## src/rtl/atrp_pkg.sv

```systemverilog
// ----------------------------------------------------------------------------
// atrp_pkg: shared types, widths and constants for the tilt calculator
// Holds the CORDIC datapath widths, the arctangent table, the stage payload
// types and the angle rounding and saturation function.
// ----------------------------------------------------------------------------
package atrp_pkg;

    // Number of CORDIC micro-rotations per angle and output fraction bits.
    localparam int CORDIC_STEPS        = 16;
    localparam int ANGLE_FRACTION_BITS = 7;

    // Fixed formats of the datapath.
    localparam int SAMPLE_W   = 16;
    localparam int GUARD_BITS = 8;
    localparam int ANGLE_Q    = 16;
    localparam int TABLE_LEN  = 24;
    localparam int DW         = 28;   // CORDIC x/y width, holds gain growth
    localparam int ANG_W      = 25;   // Q16 degree accumulator width
    localparam int GAIN_W     = 18;
    localparam int PROD_W     = SAMPLE_W + 1 + GAIN_W;
    localparam int ROLL_W     = 16;
    localparam int PITCH_W    = 15;

    localparam int GAIN_Q16   = 107922;
    localparam int DEG90_Q16  = 5898240;
    localparam int DEG180_Q16 = 11796480;
    localparam int OUT_SHIFT  = ANGLE_Q - ANGLE_FRACTION_BITS;

    // Vector and angle carried through each CORDIC stage.
    typedef struct packed {
        logic signed [DW-1:0]    x;
        logic signed [DW-1:0]    y;
        logic signed [ANG_W-1:0] ang;
    } vec_t;

    // Side information that rides along with each item.
    typedef struct packed {
        logic signed [PROD_W-1:0] prod;
        logic                     roll_zero;
        logic                     pitch_zero;
        logic [ROLL_W-1:0]        roll;
    } side_t;

    // atan(2^-i) in degrees, Q16, rounded to nearest.
    function automatic logic signed [ANG_W-1:0] atan_q16(input int idx);
        logic signed [ANG_W-1:0] v;
        unique case (idx)
            0:       v = ANG_W'(2949120);
            1:       v = ANG_W'(1740967);
            2:       v = ANG_W'(919879);
            3:       v = ANG_W'(466945);
            4:       v = ANG_W'(234379);
            5:       v = ANG_W'(117304);
            6:       v = ANG_W'(58666);
            7:       v = ANG_W'(29335);
            8:       v = ANG_W'(14668);
            9:       v = ANG_W'(7334);
            10:      v = ANG_W'(3667);
            11:      v = ANG_W'(1833);
            12:      v = ANG_W'(917);
            13:      v = ANG_W'(458);
            14:      v = ANG_W'(229);
            15:      v = ANG_W'(115);
            16:      v = ANG_W'(57);
            17:      v = ANG_W'(29);
            18:      v = ANG_W'(14);
            19:      v = ANG_W'(7);
            20:      v = ANG_W'(4);
            21:      v = ANG_W'(2);
            22:      v = ANG_W'(1);
            default: v = '0;
        endcase
        return v;
    endfunction

    // Clamp a Q16 angle to +-limit, then round to nearest (ties up) at the
    // output fraction width.
    function automatic logic signed [ANG_W-1:0] to_output(
        input logic signed [ANG_W-1:0] a,
        input logic signed [ANG_W-1:0] limit
    );
        logic signed [ANG_W-1:0] c;
        logic signed [ANG_W-1:0] r;
        logic signed [ANG_W-1:0] lim_out;
        c = a;
        if (c > limit)
        begin
            c = limit;
        end
        if (c < -limit)
        begin
            c = -limit;
        end
        r       = (c + (ANG_W'(1) <<< (OUT_SHIFT - 1))) >>> OUT_SHIFT;
        lim_out = limit >>> OUT_SHIFT;
        if (r > lim_out)
        begin
            r = lim_out;
        end
        if (r < -lim_out)
        begin
            r = -lim_out;
        end
        return r;
    endfunction

endpackage

```

## src/rtl/atrp_mid.sv

```systemverilog
// ----------------------------------------------------------------------------
// atrp_mid: roll result and pitch setup
// Rounds and saturates the roll angle and builds the pitch vector from the
// gain-scaled magnitude and the gain-scaled -x term.
// ----------------------------------------------------------------------------
module atrp_mid (
    input  logic            clk,
    input  logic            rst_n,
    input  logic            en,
    input  logic            in_valid,
    input  atrp_pkg::vec_t  in_vec,
    input  atrp_pkg::side_t in_side,
    output logic            out_valid,
    output atrp_pkg::vec_t  out_vec,
    output atrp_pkg::side_t out_side
);
    import atrp_pkg::*;

    logic                        valid_reg;
    vec_t                        vec_reg;
    vec_t                        vec_next;
    side_t                       side_reg;
    side_t                       side_next;
    logic signed [PROD_W-1:0]    prod_rnd;
    logic signed [PROD_W-9:0]    nx;
    logic signed [ANG_W-1:0]     roll_q;

    // Roll rounding; -x * K rounded to nearest at the datapath scale.
    always_comb
    begin
        prod_rnd = in_side.prod + PROD_W'(128);
        nx       = prod_rnd[PROD_W-1:8];
        if (in_side.roll_zero)
        begin
            roll_q = '0;
        end
        else
        begin
            roll_q = to_output(in_vec.ang, ANG_W'(DEG180_Q16));
        end
        vec_next.x     = in_vec.x;
        vec_next.y     = DW'(nx);
        vec_next.ang   = '0;
        side_next      = in_side;
        side_next.roll = roll_q[ROLL_W-1:0];
    end

    // Valid bit.
    always_ff @(posedge clk or negedge rst_n)
    begin
        if (!rst_n)
        begin
            valid_reg <= 1'b0;
        end
        else if (en)
        begin
            valid_reg <= in_valid;
        end
    end

    // Payload registers.
    always_ff @(posedge clk)
    begin
        if (en)
        begin
            vec_reg  <= vec_next;
            side_reg <= side_next;
        end
    end

    assign out_valid = valid_reg;
    assign out_vec   = vec_reg;
    assign out_side  = side_reg;

endmodule

```

## config.mk

```make
export PLATFORM = sky130hd
export DESIGN_NAME = atrp_mid
export DESIGN_NICKNAME = d
export VERILOG_FILES = /design/src/rtl/atrp_pkg.sv /design/src/rtl/atrp_mid.sv
export SDC_FILE = /design/constraint.sdc
export NUM_CORES = 1
export LEC_CHECK = 0
export BUFFER_PORTS_ARGS = -buffer_cell sky130_fd_sc_hd__buf_2
export CORE_MARGIN = 2
export CORE_UTILIZATION = 41
export CTS_CLUSTER_SIZE = 16
export DETAILED_ROUTE_END_ITERATION = 12
export PLACE_DENSITY = 0.78
export SLEW_MARGIN = 20
export SYNTH_ARGS = -nofsm -noshare
export SYNTH_HDL_FRONTEND = slang
export SYNTH_SLANG_ARGS = --single-unit
```

## constraint.sdc

```tcl
create_clock -name clk -period 0.8 [get_ports clk]
set_input_delay 0.2 -clock clk [delete_from_list [all_inputs] [get_ports clk]]
set_output_delay 0.2 -clock clk [all_outputs]
set_load 0.1 [all_outputs]
```

==> impl_metrics.xml, run 1 <==
<?xml version="1.0" encoding="UTF-8"?>
<metrics>
  <group name="outcome">
    <metric name="violations" unit="">setup timing</metric>
    <metric name="status" unit="">finished with violations</metric>
  </group>
  <group name="clocking">
    <metric name="cts.sink_count" unit="">109</metric>
    <metric name="cts_max_path_buffers" unit="">2</metric>
    <metric name="clk_pin_slew_worst_paths" unit="ns">0.08</metric>
    <metric name="htree_num_levels" unit="">3</metric>
    <metric name="numCtsBuffers" unit="">9</metric>
    <metric name="cts-root-buf" unit="">sky130_fd_sc_hd__clkbuf_16</metric>
    <metric name="clock_latency" unit="ns">0.35</metric>
    <metric name="cts_tree" unit="">built</metric>
  </group>
  <group name="cells_and_area">
    <metric name="finalNetCount" unit="">849</metric>
    <metric name="instances_no_fill" unit="">881</metric>
    <metric name="area.growth.synth_to_final" unit="%">95.2</metric>
    <metric name="layout_cells_sized_above_1" unit="">0.636</metric>
    <metric name="final_core_util" unit="">0.823</metric>
    <metric name="n_fill_cell" unit="">544</metric>
  </group>
  <group name="logic_synthesis">
    <metric name="synth_enable_flop_cells" unit="">108</metric>
    <metric name="syn-cell-area" unit="sq um">5080</metric>
    <metric name="ys_async_rst_share" unit="">0.00917</metric>
    <metric name="synth_cells" unit="">371</metric>
    <metric name="yosysUniqueCellTypes" unit="">59</metric>
    <metric name="yosysWarnings" unit="">0</metric>
    <metric name="post_synthesis_average_cell_area" unit="sq um">13.7</metric>
    <metric name="ys_ff_latch" unit="">109</metric>
    <metric name="ys_seq_area_frac" unit="">0.643</metric>
    <metric name="postSynth.topFlopCell" unit="">sky130_fd_sc_hd__edfxtp_1</metric>
  </group>
  <group name="pwr">
    <metric name="combPwrFrac" unit="">0.418</metric>
    <metric name="power_leakage" unit="uW">0.00412</metric>
    <metric name="power_frac_clock" unit="">0.228</metric>
    <metric name="seq_power_share" unit="">0.354</metric>
    <metric name="power_report.internal_total" unit="uW">12300</metric>
    <metric name="total_power" unit="uW">20700</metric>
    <metric name="switch_pwr" unit="uW">8370</metric>
    <metric name="netSwitchingFraction" unit="">0.405</metric>
    <metric name="pwr_density_cell" unit="nW/um^2">2080</metric>
    <metric name="ir_drop" unit="mV">1.09</metric>
  </group>
  <group name="floorplan">
    <metric name="coreArea" unit="sq um">12100</metric>
    <metric name="die_area" unit="sq um">13300</metric>
    <metric name="rows" unit="">40</metric>
    <metric name="initial_core_util" unit="">0.422</metric>
    <metric name="floorplan_die_width" unit="microns">115</metric>
    <metric name="die_h" unit="microns">115</metric>
    <metric name="ioPinCount" unit="">273</metric>
  </group>
  <group name="critical_path">
    <metric name="path_class" unit="">primary input to register</metric>
    <metric name="critPathRequiredTime" unit="ns">0.95</metric>
    <metric name="endpoint_kind" unit="">register</metric>
    <metric name="reg2reg_from" unit="">out_valid$_DFFE_PN0P_</metric>
    <metric name="r2r.worst_path.cells" unit="">2</metric>
    <metric name="timing.critical_path.to" unit="">out_side[4]$_SDFFCE_PP0P_</metric>
    <metric name="r2r_slack" unit="ns">-0.20</metric>
    <metric name="setup.worst_path.start" unit="">in_vec[18]</metric>
    <metric name="critical_path.startpoint_type" unit="">primary input</metric>
    <metric name="max_fo_critical_path" unit="">7</metric>
    <metric name="worstReg2RegEnd" unit="">out_valid$_DFFE_PN0P_</metric>
    <metric name="critical_path_arrival" unit="ns">4.36</metric>
  </group>
  <group name="routing">
    <metric name="detail-route-antenna-nets" unit="">0</metric>
    <metric name="post-route-drc-count" unit="">0</metric>
    <metric name="route.final.wire_length" unit="mm">23.9</metric>
    <metric name="detail_route.first_pass.iterations" unit="">5</metric>
    <metric name="via_count" unit="">5047</metric>
    <metric name="routed_via_density" unit="">5.73</metric>
    <metric name="drt_iter0_markers" unit="">441</metric>
    <metric name="wire_length_per_cell" unit="microns">27.1</metric>
  </group>
  <group name="timing">
    <metric name="final.period_utilization" unit="">5.26</metric>
    <metric name="fin_setup_tns" unit="ns">-102.99</metric>
    <metric name="grt_setup_unrepaired" unit="">yes</metric>
    <metric name="worst_slack" unit="ns">-3.41</metric>
    <metric name="fmax" unit="GHz">0.238</metric>
    <metric name="final_period_minus_worst_setup_slack" unit="ns">4.21</metric>
    <metric name="clock_skew" unit="ns">0</metric>
    <metric name="finalMaxSlewViolations" unit="">0</metric>
    <metric name="fin_worst_hold_slack" unit="ns">0.0146</metric>
    <metric name="setup-violations-final" unit="">148</metric>
    <metric name="final_hold_viol_count" unit="">0</metric>
  </group>
  <group name="placed_design">
    <metric name="hpwlAfterDp" unit="mm">14.2</metric>
    <metric name="globalplace.congestion" unit="">0.871</metric>
    <metric name="dpl.cell_count" unit="">827</metric>
    <metric name="portBuffers" unit="">203</metric>
  </group>
  <group name="global_route">
    <metric name="grt_pass1_wl" unit="mm">31.3</metric>
    <metric name="grt_max_degree" unit="">29</metric>
    <metric name="grt_antenna_before_repair" unit="">0</metric>
    <metric name="globalRouteOverflowTotal" unit="">0</metric>
    <metric name="groute.usage.overall" unit="">0.326</metric>
    <metric name="via_count_of_the_first_global_routing_pass" unit="">4953</metric>
  </group>
  <group name="hold_path">
    <metric name="kind_of_path_behind_the_tightest_hold_check" unit="">primary input to register</metric>
  </group>
  <group name="flow_run">
    <metric name="max-cap-violations" unit="">0</metric>
  </group>
</metrics>
-- critical path, cell delays in order --
cell and delay (ns):
sky130_fd_sc_hd__buf_6 0.09, sky130_fd_sc_hd__o211a_1 0.23, sky130_fd_sc_hd__o21ai_2 0.16, sky130_fd_sc_hd__nand2b_1 0.13
sky130_fd_sc_hd__ha_4 0.30, sky130_fd_sc_hd__inv_2 0.03, sky130_fd_sc_hd__a41o_4 0.23, sky130_fd_sc_hd__nand2_2 0.07
sky130_fd_sc_hd__nand2_2 0.06, sky130_fd_sc_hd__ha_4 0.23, sky130_fd_sc_hd__nor4_4 0.14, sky130_fd_sc_hd__and3_4 0.22
sky130_fd_sc_hd__a21o_1 0.15, sky130_fd_sc_hd__and2_4 0.16, sky130_fd_sc_hd__ha_4 0.13, sky130_fd_sc_hd__nand4_1 0.09
sky130_fd_sc_hd__buf_6 0.15, sky130_fd_sc_hd__o41ai_4 0.39, sky130_fd_sc_hd__o211ai_1 0.17, sky130_fd_sc_hd__a311oi_2 0.29
sky130_fd_sc_hd__nand4_1 0.16, sky130_fd_sc_hd__and3_4 0.24, sky130_fd_sc_hd__nor4_4 0.32
-- cells by family after synthesis --
logic type / count (synthesis) / synth area share
and+or+nand+nor: 131 / 0.156
DFF: 109 / 0.643
buffers and inverters: 45 / 0.0571
xor gates and xnor gates: 41 / 0.0706
AOI/OAI and AO/OA: 38 / 0.0583
adders and majority gates: 4 / 0.00984
muxes: 2 / 0.00443
other: 1 / 0.000737
-- timing repair --
action	CTS	global route
buffers inserted	24	21
endpoints found under the hold margin	1	0
endpoints found under the setup margin	148	149
hold buffers	1	0
gates cloned	1	0
pin swaps	47	47
resized for setup	81	45
-- power by group through the flow --
stage	Clock (uW)	Combinational [uW]	Sequential [uW]
floorplan	0	1460	10500
global placement	0	7630	7340
detailed placement	0	7770	7380
CTS	4630	8280	7290
global route	4920	8780	7340
finish	4710	8650	7310
-- per-layer routing --
layer / vias up / part of all wire / track usage
met4: 0 / 0.066 / 0.189
met2: 414 / 0.51 / 0.588
li1: 2031 / - / -
met3: 114 / 0.099 / 0.0959
met5: - / 0 / 0
met1: 2488 / 0.32 / 0.333
-- worst min-delay path by stage --
stage                     from               endpoint  slack [ns]  cells past startpoint
floorplan                rst_n  out_valid$_DFFE_PN0P_        -0.1                      0
global placement         rst_n  out_valid$_DFFE_PN0P_       -0.02                      1
detailed placement       rst_n  out_valid$_DFFE_PN0P_       -0.02                      1
CTS                 in_vec[77]  out_vec[77]$_DFFE_PP_       0.006                      1
global route        in_vec[53]  out_vec[53]$_DFFE_PP_       0.006                      1
finish              in_vec[53]  out_vec[53]$_DFFE_PP_        0.01                      1
-- Yosys cell counts (3+ instances only) --
master                     instances  area, sq um
sky130_fd_sc_hd__nor4_1            7         43.8
sky130_fd_sc_hd__clkbuf_1          4         15.0
sky130_fd_sc_hd__o21ai_0           5         25.0
sky130_fd_sc_hd__nor3b_1           3         22.5
sky130_fd_sc_hd__buf_2             7         35.0
sky130_fd_sc_hd__and4_1            4         35.0
sky130_fd_sc_hd__and3_1           12         75.1
sky130_fd_sc_hd__nand4_1          12         75.1
sky130_fd_sc_hd__inv_1             6         22.5
sky130_fd_sc_hd__xor2_1           16          140
sky130_fd_sc_hd__buf_4            26          195
sky130_fd_sc_hd__xnor2_1          25          219
sky130_fd_sc_hd__nor3_1            3         15.0
sky130_fd_sc_hd__or2_2             3         18.8
sky130_fd_sc_hd__o31ai_1           3         22.5
sky130_fd_sc_hd__nor2_1           23         86.3
sky130_fd_sc_hd__edfxtp_1        108         3240
sky130_fd_sc_hd__ha_1              4         50.1
sky130_fd_sc_hd__nor4_2            8          100
sky130_fd_sc_hd__a21oi_1           8         40.0
sky130_fd_sc_hd__nand2_1          18         67.6
sky130_fd_sc_hd__nand3_1          19         95.1
-- registers in the layout (all words and copies together) (netlist names) --
register,count
out_valid,1
out_vec,55
out_side,53
-- cell type report --
type | instances | area [sq um] | area share
timing repair buffer | 340 | 3920 | 0.394
tap | 168 | 210 | 0.0212
antenna | 1 | 2.50 | 0.000252
clock inverter | 7 | 73.8 | 0.00744
multi-input combinational | 241 | 2200 | 0.222
clock buffer | 9 | 225 | 0.0227
inverter | 6 | 22.5 | 0.00227
sequential | 109 | 3270 | 0.330
-- cell usage in the layout, fill, tap and decap left out, types with 11 or more instances in the layout --
| cell type | Yosys | layout |
|---|---|---|
| sky130_fd_sc_hd__buf_6 | 2 | 33 |
| sky130_fd_sc_hd__nand3_1 | 19 | 11 |
| sky130_fd_sc_hd__nor2_1 | 23 | 13 |
| sky130_fd_sc_hd__edfxtp_1 | 108 | 108 |
| sky130_fd_sc_hd__buf_2 | 7 | 82 |
| sky130_fd_sc_hd__buf_12 | 0 | 114 |
| sky130_fd_sc_hd__xor2_1 | 16 | 14 |
| sky130_fd_sc_hd__conb_1 | 1 | 25 |
| sky130_fd_sc_hd__xnor2_1 | 25 | 16 |
| sky130_fd_sc_hd__nand2_1 | 18 | 12 |
| sky130_fd_sc_hd__buf_4 | 26 | 108 |
| sky130_fd_sc_hd__nand4_1 | 12 | 12 |
-- stage by stage --
stage / area (sq um) / setup WS, ns
after floorplan: 5360 / -3.66
after global placement: 8730 / -3.56
after detailed placement: 8730 / -3.94
after CTS: 9610 / -3.20
after global routing: 9920 / -3.52
final: 9930 / -3.41
No activity file was read; power rests on OpenSTA's default activity.
==> run 2, diff against run 1 <==
--- a/config.mk
+++ b/config.mk
@@ -7,10 +7,10 @@
 export LEC_CHECK = 0
 export BUFFER_PORTS_ARGS = -buffer_cell sky130_fd_sc_hd__buf_2
 export CORE_MARGIN = 2
-export CORE_UTILIZATION = 41
+export CORE_UTILIZATION = 49
 export CTS_CLUSTER_SIZE = 16
 export DETAILED_ROUTE_END_ITERATION = 12
-export PLACE_DENSITY = 0.78
+export PLACE_DENSITY = 0.87
 export SLEW_MARGIN = 20
 export SYNTH_ARGS = -nofsm -noshare
 export SYNTH_HDL_FRONTEND = slang
==> constraint.sdc (replaced) <==
create_clock -name clk -period 5.3 [get_ports clk]
set_input_delay 1.325 -clock clk [delete_from_list [all_inputs] [get_ports clk]]
set_output_delay 1.325 -clock clk [all_outputs]
set_load 0.1 [all_outputs]
==> impl_metrics.xml, run 2 (synthesis results as in run 1) <==
<?xml version="1.0" encoding="UTF-8"?>
<metrics>
  <group name="clocking">
    <metric name="cts-root-buf" unit="">sky130_fd_sc_hd__clkbuf_8</metric>
    <metric name="clk_pin_slew_worst_paths" unit="ns">0.10</metric>
    <metric name="clock_latency" unit="ns">0.36</metric>
    <metric name="htree_num_levels" unit="">3</metric>
    <metric name="numCtsBuffers" unit="">9</metric>
    <metric name="hold_buffers" unit="">0</metric>
    <metric name="cts.sink_count" unit="">109</metric>
    <metric name="cts_tree" unit="">built</metric>
    <metric name="cts_max_path_buffers" unit="">2</metric>
  </group>
  <group name="global_route">
    <metric name="globalRouteOverflowTotal" unit="">0</metric>
    <metric name="grt_max_degree" unit="">80</metric>
    <metric name="via_count_of_the_first_global_routing_pass" unit="">3806</metric>
    <metric name="grt_pass1_wl" unit="mm">19.1</metric>
    <metric name="groute.usage.overall" unit="">0.221</metric>
    <metric name="grt_antenna_before_repair" unit="">0</metric>
  </group>
  <group name="cells_and_area">
    <metric name="most-common-layout-cells" unit="">200 x sky130_fd_sc_hd__buf_2, 108 x sky130_fd_sc_hd__edfxtp_1, 55 x sky130_fd_sc_hd__buf_4</metric>
    <metric name="n_antenna_cell" unit="">0</metric>
    <metric name="flip_flop_count_of_the_largest_register_after_layout" unit="">55</metric>
    <metric name="final_common_cell" unit="">sky130_fd_sc_hd__buf_2</metric>
    <metric name="instances_no_fill" unit="">768</metric>
    <metric name="layout_cells_sized_above_1" unit="">0.494</metric>
    <metric name="final_design_area_no_fill" unit="sq um">6890</metric>
    <metric name="sequential_cell_area" unit="sq um">3270</metric>
    <metric name="area.growth.synth_to_final" unit="%">35.6</metric>
    <metric name="n_fill_cell" unit="">718</metric>
    <metric name="final_core_util" unit="">0.677</metric>
    <metric name="multiInputGateArea" unit="sq um">1790</metric>
    <metric name="finalNetCount" unit="">769</metric>
  </group>
  <group name="routing">
    <metric name="drt_iter0_markers" unit="">260</metric>
    <metric name="routed_via_density" unit="">5.18</metric>
    <metric name="detail-route-antenna-nets" unit="">0</metric>
    <metric name="wire_length_per_cell" unit="microns">16.8</metric>
    <metric name="detail_route.first_pass.iterations" unit="">5</metric>
    <metric name="via_count" unit="">3979</metric>
    <metric name="route.final.wire_length" unit="mm">12.9</metric>
    <metric name="post-route-drc-count" unit="">0</metric>
  </group>
  <group name="timing">
    <metric name="fin_setup_tns" unit="ns">0</metric>
    <metric name="slew_at_the_pin_closest_to_its_max_slew_limit" unit="ns">0.948</metric>
    <metric name="setup-violations-final" unit="">0</metric>
    <metric name="final_hold_viol_count" unit="">0</metric>
    <metric name="worst_slack" unit="ns">0.164</metric>
    <metric name="clock_skew" unit="ns">0</metric>
    <metric name="timing.max_slew.rel_slack" unit="">0.368</metric>
    <metric name="fmax" unit="GHz">0.195</metric>
    <metric name="final.period_utilization" unit="">0.969</metric>
    <metric name="finalMaxSlewViolations" unit="">0</metric>
    <metric name="grt_setup_unrepaired" unit="">yes</metric>
    <metric name="final_period_minus_worst_setup_slack" unit="ns">5.14</metric>
  </group>
  <group name="critical_path">
    <metric name="critical_path_arrival" unit="ns">5.33</metric>
    <metric name="max_fo_critical_path" unit="">7</metric>
    <metric name="crit_slowest_cell" unit="">sky130_fd_sc_hd__a2111oi_4</metric>
    <metric name="worstSetupPathDepth" unit="">25</metric>
    <metric name="path_class" unit="">primary input to register</metric>
    <metric name="critical_path.most_common_cell" unit="">sky130_fd_sc_hd__ha_4</metric>
    <metric name="reg2reg_from" unit="">out_valid$_DFFE_PN0P_</metric>
    <metric name="critPathRequiredTime" unit="ns">5.49</metric>
    <metric name="largest_stage_delay_on_the_critical_path" unit="ns">0.29</metric>
    <metric name="setup.worst_path.start" unit="">in_vec[19]</metric>
    <metric name="critical_path.startpoint_type" unit="">primary input</metric>
    <metric name="endpoint_kind" unit="">register</metric>
    <metric name="cp_num_buf_inv" unit="">5</metric>
    <metric name="critical-path-top-delay-family" unit="">simple AND/OR/NAND/NOR gates</metric>
    <metric name="r2r.worst_path.cells" unit="">1</metric>
  </group>
  <group name="placed_design">
    <metric name="hpwlAfterDp" unit="mm">10.0</metric>
    <metric name="dp_worst_setup_slack" unit="ns">-0.456</metric>
    <metric name="post_dp_area" unit="sq um">6500</metric>
    <metric name="dpl.cell_count" unit="">742</metric>
    <metric name="portBuffers" unit="">203</metric>
    <metric name="globalplace.congestion" unit="">0.904</metric>
  </group>
  <group name="floorplan">
    <metric name="initial_core_util" unit="">0.499</metric>
    <metric name="ioPinCount" unit="">273</metric>
    <metric name="die_h" unit="microns">106</metric>
    <metric name="floorplan_die_width" unit="microns">106</metric>
    <metric name="rows" unit="">37</metric>
    <metric name="die_area" unit="sq um">11200</metric>
    <metric name="coreArea" unit="sq um">10200</metric>
  </group>
  <group name="hold_path">
    <metric name="min-delay-start" unit="">out_valid$_DFFE_PN0P_</metric>
    <metric name="timing.hold.worst_path_depth" unit="">1</metric>
    <metric name="kind_of_path_behind_the_tightest_hold_check" unit="">register to register</metric>
  </group>
  <group name="pwr">
    <metric name="power_leakage" unit="uW">0.00287</metric>
    <metric name="pwr_density_cell" unit="nW/um^2">350</metric>
    <metric name="ir_drop" unit="mV">0.195</metric>
  </group>
  <group name="flow_run">
    <metric name="max-cap-violations" unit="">0</metric>
  </group>
  <group name="outcome">
    <metric name="status" unit="">complete, no violations</metric>
  </group>
</metrics>
[run 2: per-stage QoR]
step	power [uW]	hold WS, ns
4_1_cts	2410	0.555
6_report	2410	0.556
3_5_place_dp	1980	0.534
3_3_place_gp	1960	0.484
2_1_floorplan	1790	1.03
5_1_grt	2500	0.586
[run 2: layout make-up]
class	instances	share of cell area
flip-flops and latches	109	0.474
multi-input cells	241	0.260
repair buffers	260	0.215
well taps	136	0.0247
clock buffers	12	0.0196
clock inverters	4	0.00345
inverters	6	0.00327
[run 2: report_power, final]
| part | leakage [uW] | switching, uW | internal, uW | total, uW |
|---|---|---|---|---|
| Combinational | 0.00173 | 767 | 176 | 943 |
| Sequential | 0.00107 | 19.4 | 1030 | 1050 |
| Clock | 0.0000761 | 254 | 170 | 424 |
[run 2: repair_timing]
| item | 4_1_cts | 5_1_grt |
|---|---|---|
| setup endpoints to repair | 10 | 15 |
| pin swaps | 13 | 16 |
| buffers inserted | 6 | 4 |
| resized for setup | 11 | 14 |
| gates cloned | 0 | 0 |
[run 2: per-layer routing]
metal	up-vias	global-route usage	routed length, microns
li1	1868	-	-
met1	1882	0.237	4510
met2	206	0.424	7110
met3	23	0.0513	1010
met4	0	0.0761	270
met5	-	0	0
[run 2: final timing paths]
| kind | slack, ns | to |
|---|---|---|
| worst max-delay path | 0.16 | out_side[8]$_SDFFCE_PP0P_ |
| worst min-delay path | 0.56 | out_valid$_DFFE_PN0P_ |
| worst max register to register | 4.52 | out_valid$_DFFE_PN0P_ |
| worst min register to register | 0.56 | out_valid$_DFFE_PN0P_ |
| min in group asynchronous | 0.71 | out_valid$_DFFE_PN0P_ |
| max in group asynchronous | 4.50 | out_valid$_DFFE_PN0P_ |
==> run 3, diff against run 2 <==
--- a/config.mk
+++ b/config.mk
@@ -7,10 +7,10 @@
 export LEC_CHECK = 0
 export BUFFER_PORTS_ARGS = -buffer_cell sky130_fd_sc_hd__buf_2
 export CORE_MARGIN = 2
-export CORE_UTILIZATION = 49
+export CORE_UTILIZATION = 45
 export CTS_CLUSTER_SIZE = 16
 export DETAILED_ROUTE_END_ITERATION = 12
-export PLACE_DENSITY = 0.87
+export PLACE_DENSITY = 0.81
 export SLEW_MARGIN = 20
 export SYNTH_ARGS = -nofsm -noshare
 export SYNTH_HDL_FRONTEND = slang
==> constraint.sdc (replaced) <==
create_clock -name clk -period 5.1 [get_ports clk]
set_input_delay 1.275 -clock clk [delete_from_list [all_inputs] [get_ports clk]]
set_output_delay 1.275 -clock clk [all_outputs]
set_load 0.1 [all_outputs]
==> impl_metrics.xml, run 3 (synthesis results as in run 1) <==
<?xml version="1.0" encoding="UTF-8"?>
<metrics>
  <group name="clocking">
    <metric name="clk_pin_slew_worst_paths" unit="ns">0.07</metric>
    <metric name="cts_max_path_buffers" unit="">2</metric>
    <metric name="cts.sink_count" unit="">109</metric>
    <metric name="numCtsBuffers" unit="">9</metric>
    <metric name="cts-root-buf" unit="">sky130_fd_sc_hd__clkbuf_16</metric>
    <metric name="cts_tree" unit="">built</metric>
    <metric name="clock_latency" unit="ns">0.34</metric>
    <metric name="htree_num_levels" unit="">3</metric>
  </group>
  <group name="placed_design">
    <metric name="dpl.cell_count" unit="">749</metric>
    <metric name="hpwlAfterDp" unit="mm">9.97</metric>
    <metric name="post_dp_area" unit="sq um">6510</metric>
    <metric name="dp_worst_setup_slack" unit="ns">-0.585</metric>
    <metric name="globalplace.congestion" unit="">0.896</metric>
    <metric name="portBuffers" unit="">203</metric>
  </group>
  <group name="cells_and_area">
    <metric name="instances_no_fill" unit="">774</metric>
    <metric name="flip_flop_count_of_the_largest_register_after_layout" unit="">55</metric>
    <metric name="final_common_cell" unit="">sky130_fd_sc_hd__buf_2</metric>
    <metric name="area.growth.synth_to_final" unit="%">42.1</metric>
    <metric name="sequential_cell_area" unit="sq um">3270</metric>
    <metric name="layout_cells_sized_above_1" unit="">0.528</metric>
    <metric name="final_design_area_no_fill" unit="sq um">7230</metric>
    <metric name="finalNetCount" unit="">772</metric>
    <metric name="multiInputGateArea" unit="sq um">1920</metric>
    <metric name="n_fill_cell" unit="">780</metric>
    <metric name="most-common-layout-cells" unit="">200 x sky130_fd_sc_hd__buf_2, 108 x sky130_fd_sc_hd__edfxtp_1, 49 x sky130_fd_sc_hd__buf_4</metric>
    <metric name="n_antenna_cell" unit="">0</metric>
  </group>
  <group name="global_route">
    <metric name="met3_capacity_usage_during_global_routing" unit="">0.0388</metric>
    <metric name="globalRouteMet1Util" unit="">0.200</metric>
    <metric name="grt_pass1_wl" unit="mm">18.7</metric>
    <metric name="gr-usage-met2" unit="">0.417</metric>
    <metric name="globalRouteOverflowTotal" unit="">0</metric>
    <metric name="grt_max_degree" unit="">81</metric>
    <metric name="grt_antenna_before_repair" unit="">0</metric>
    <metric name="via_count_of_the_first_global_routing_pass" unit="">3812</metric>
    <metric name="globalRoute.busiestLayer" unit="">met2</metric>
    <metric name="groute.usage.overall" unit="">0.205</metric>
  </group>
  <group name="timing">
    <metric name="finalMaxSlewViolations" unit="">0</metric>
    <metric name="timing.max_slew.rel_slack" unit="">0.348</metric>
    <metric name="fmax" unit="GHz">0.195</metric>
    <metric name="worst_slack" unit="ns">-0.0173</metric>
    <metric name="final_hold_viol_count" unit="">0</metric>
    <metric name="slew_at_the_pin_closest_to_its_max_slew_limit" unit="ns">0.978</metric>
    <metric name="final.period_utilization" unit="">1.00</metric>
    <metric name="final_period_minus_worst_setup_slack" unit="ns">5.12</metric>
    <metric name="grt_setup_unrepaired" unit="">yes</metric>
    <metric name="setup-violations-final" unit="">4</metric>
    <metric name="clock_skew" unit="ns">0</metric>
    <metric name="fin_worst_hold_slack" unit="ns">0.508</metric>
  </group>
  <group name="critical_path">
    <metric name="path_class" unit="">primary input to register</metric>
    <metric name="max_fo_critical_path" unit="">7</metric>
    <metric name="critical_path.startpoint_type" unit="">primary input</metric>
    <metric name="reg2reg_from" unit="">out_valid$_DFFE_PN0P_</metric>
    <metric name="critPathRequiredTime" unit="ns">5.18</metric>
    <metric name="endpoint_kind" unit="">register</metric>
    <metric name="critical_path_arrival" unit="ns">5.20</metric>
    <metric name="worstReg2RegEnd" unit="">out_valid$_DFFE_PN0P_</metric>
    <metric name="r2r.worst_path.cells" unit="">1</metric>
    <metric name="r2r_slack" unit="ns">4.36</metric>
  </group>
  <group name="floorplan">
    <metric name="rows" unit="">38</metric>
    <metric name="initial_core_util" unit="">0.465</metric>
    <metric name="coreArea" unit="sq um">10900</metric>
    <metric name="ioPinCount" unit="">273</metric>
    <metric name="die_h" unit="microns">110</metric>
    <metric name="floorplan_die_width" unit="microns">110</metric>
    <metric name="die_area" unit="sq um">12200</metric>
  </group>
  <group name="routing">
    <metric name="route.final.wire_length" unit="mm">13.6</metric>
    <metric name="detail-route-antenna-nets" unit="">0</metric>
    <metric name="routed_via_density" unit="">5.17</metric>
    <metric name="wire_length_per_cell" unit="microns">17.6</metric>
    <metric name="detail_route.first_pass.iterations" unit="">4</metric>
    <metric name="drt_iter0_markers" unit="">271</metric>
    <metric name="post-route-drc-count" unit="">0</metric>
    <metric name="via_count" unit="">4003</metric>
  </group>
  <group name="hold_path">
    <metric name="hold-path-endpoint" unit="">out_valid$_DFFE_PN0P_</metric>
    <metric name="kind_of_path_behind_the_tightest_hold_check" unit="">register to register</metric>
    <metric name="min-delay-start" unit="">out_valid$_DFFE_PN0P_</metric>
    <metric name="timing.hold.worst_path_depth" unit="">1</metric>
  </group>
  <group name="pwr">
    <metric name="pwr_density_cell" unit="nW/um^2">390</metric>
    <metric name="total_power" unit="uW">2820</metric>
    <metric name="ir_drop" unit="mV">0.317</metric>
    <metric name="power_leakage" unit="uW">0.00300</metric>
  </group>
  <group name="flow_run">
    <metric name="max-cap-violations" unit="">0</metric>
  </group>
  <group name="outcome">
    <metric name="violations" unit="">setup timing</metric>
    <metric name="status" unit="">finished with violations</metric>
  </group>
</metrics>
[run 3: cell types whose count changed in the layout (fill, tap and decap cells not counted), sizes merged]
cell / previous run / this run
buf: 260 / 263
clkbuf: 12 / 10
bufinv: 0 / 2
inv: 7 / 8
clkinvlp: 1 / 0
clkinv: 2 / 1
[run 3: per-stage QoR]
step	util	TNS (ns)
2_1_floorplan	-	-5.28
3_3_place_gp	0.596	-5.62
3_5_place_dp	0.596	-6.32
4_1_cts	0.645	-0.696
5_1_grt	0.661	-2.57
6_report	0.661	-0.0344
[run 3: timing repair]
item	CTS	global route
pin swaps	30	27
resized for setup	28	36
hold buffers	0	0
setup buffers	11	1
cloned	0	1
endpoints found under the setup margin	12	15
[run 3: how the worst max path moves through the flow]
stage / slack, ns / start / depth (start not counted) / endpoint
6_report: -0.02 / in_vec[19] / 23 / out_side[5]$_SDFFCE_PP0P_
5_1_grt: -0.28 / in_vec[19] / 23 / out_side[6]$_SDFFCE_PP0P_
4_1_cts: -0.08 / in_vec[18] / 24 / out_side[4]$_SDFFCE_PP0P_
3_5_place_dp: -0.59 / in_vec[19] / 23 / out_side[3]$_SDFFCE_PP0P_
3_3_place_gp: -0.51 / in_vec[19] / 23 / out_side[6]$_SDFFCE_PP0P_
2_1_floorplan: -0.45 / in_vec[18] / 24 / out_side[2]$_SDFFCE_PP0P_
[run 3: cell type report]
type                    instances  share of cell area
clock inverters                 5              0.0114
well taps                     140              0.0242
multi-input cells             241               0.266
clock buffers                  10              0.0317
flip-flops and latches        109               0.452
inverters                       6             0.00312
repair buffers                263               0.211
[run 3: metal layers]
| layer | vias up | part of all wire |
|---|---|---|
| met5 | - | 0 |
| met3 | 19 | 0.087 |
| li1 | 1876 | - |
| met1 | 1908 | 0.34 |
| met4 | 0 | 0.015 |
| met2 | 200 | 0.56 |
[run 3: worst max-delay path, stage by stage]
cell                       delay (ns)
sky130_fd_sc_hd__buf_6           0.09
sky130_fd_sc_hd__o211a_1         0.21
sky130_fd_sc_hd__o21ai_1         0.13
sky130_fd_sc_hd__nand2b_1        0.10
sky130_fd_sc_hd__ha_4            0.28
sky130_fd_sc_hd__inv_2           0.03
sky130_fd_sc_hd__a41o_1          0.20
sky130_fd_sc_hd__nand2_1         0.07
sky130_fd_sc_hd__nand2_2         0.07
sky130_fd_sc_hd__ha_4            0.22
sky130_fd_sc_hd__nor4_2          0.19
sky130_fd_sc_hd__and3_1          0.20
sky130_fd_sc_hd__a21o_1          0.19
sky130_fd_sc_hd__and2_4          0.18
sky130_fd_sc_hd__ha_4            0.15
sky130_fd_sc_hd__nand4_1         0.09
sky130_fd_sc_hd__buf_6           0.16
sky130_fd_sc_hd__or4_4           0.43
sky130_fd_sc_hd__o211a_1         0.27
sky130_fd_sc_hd__buf_4           0.17
sky130_fd_sc_hd__o21ai_2         0.07
sky130_fd_sc_hd__and3_4          0.32
sky130_fd_sc_hd__nor4_4          0.07
[run 3: power by group]
part	switching, uW	internal, uW	total, uW
logic	813	193	1010
registers	18.4	1070	1090
clock network	297	430	727
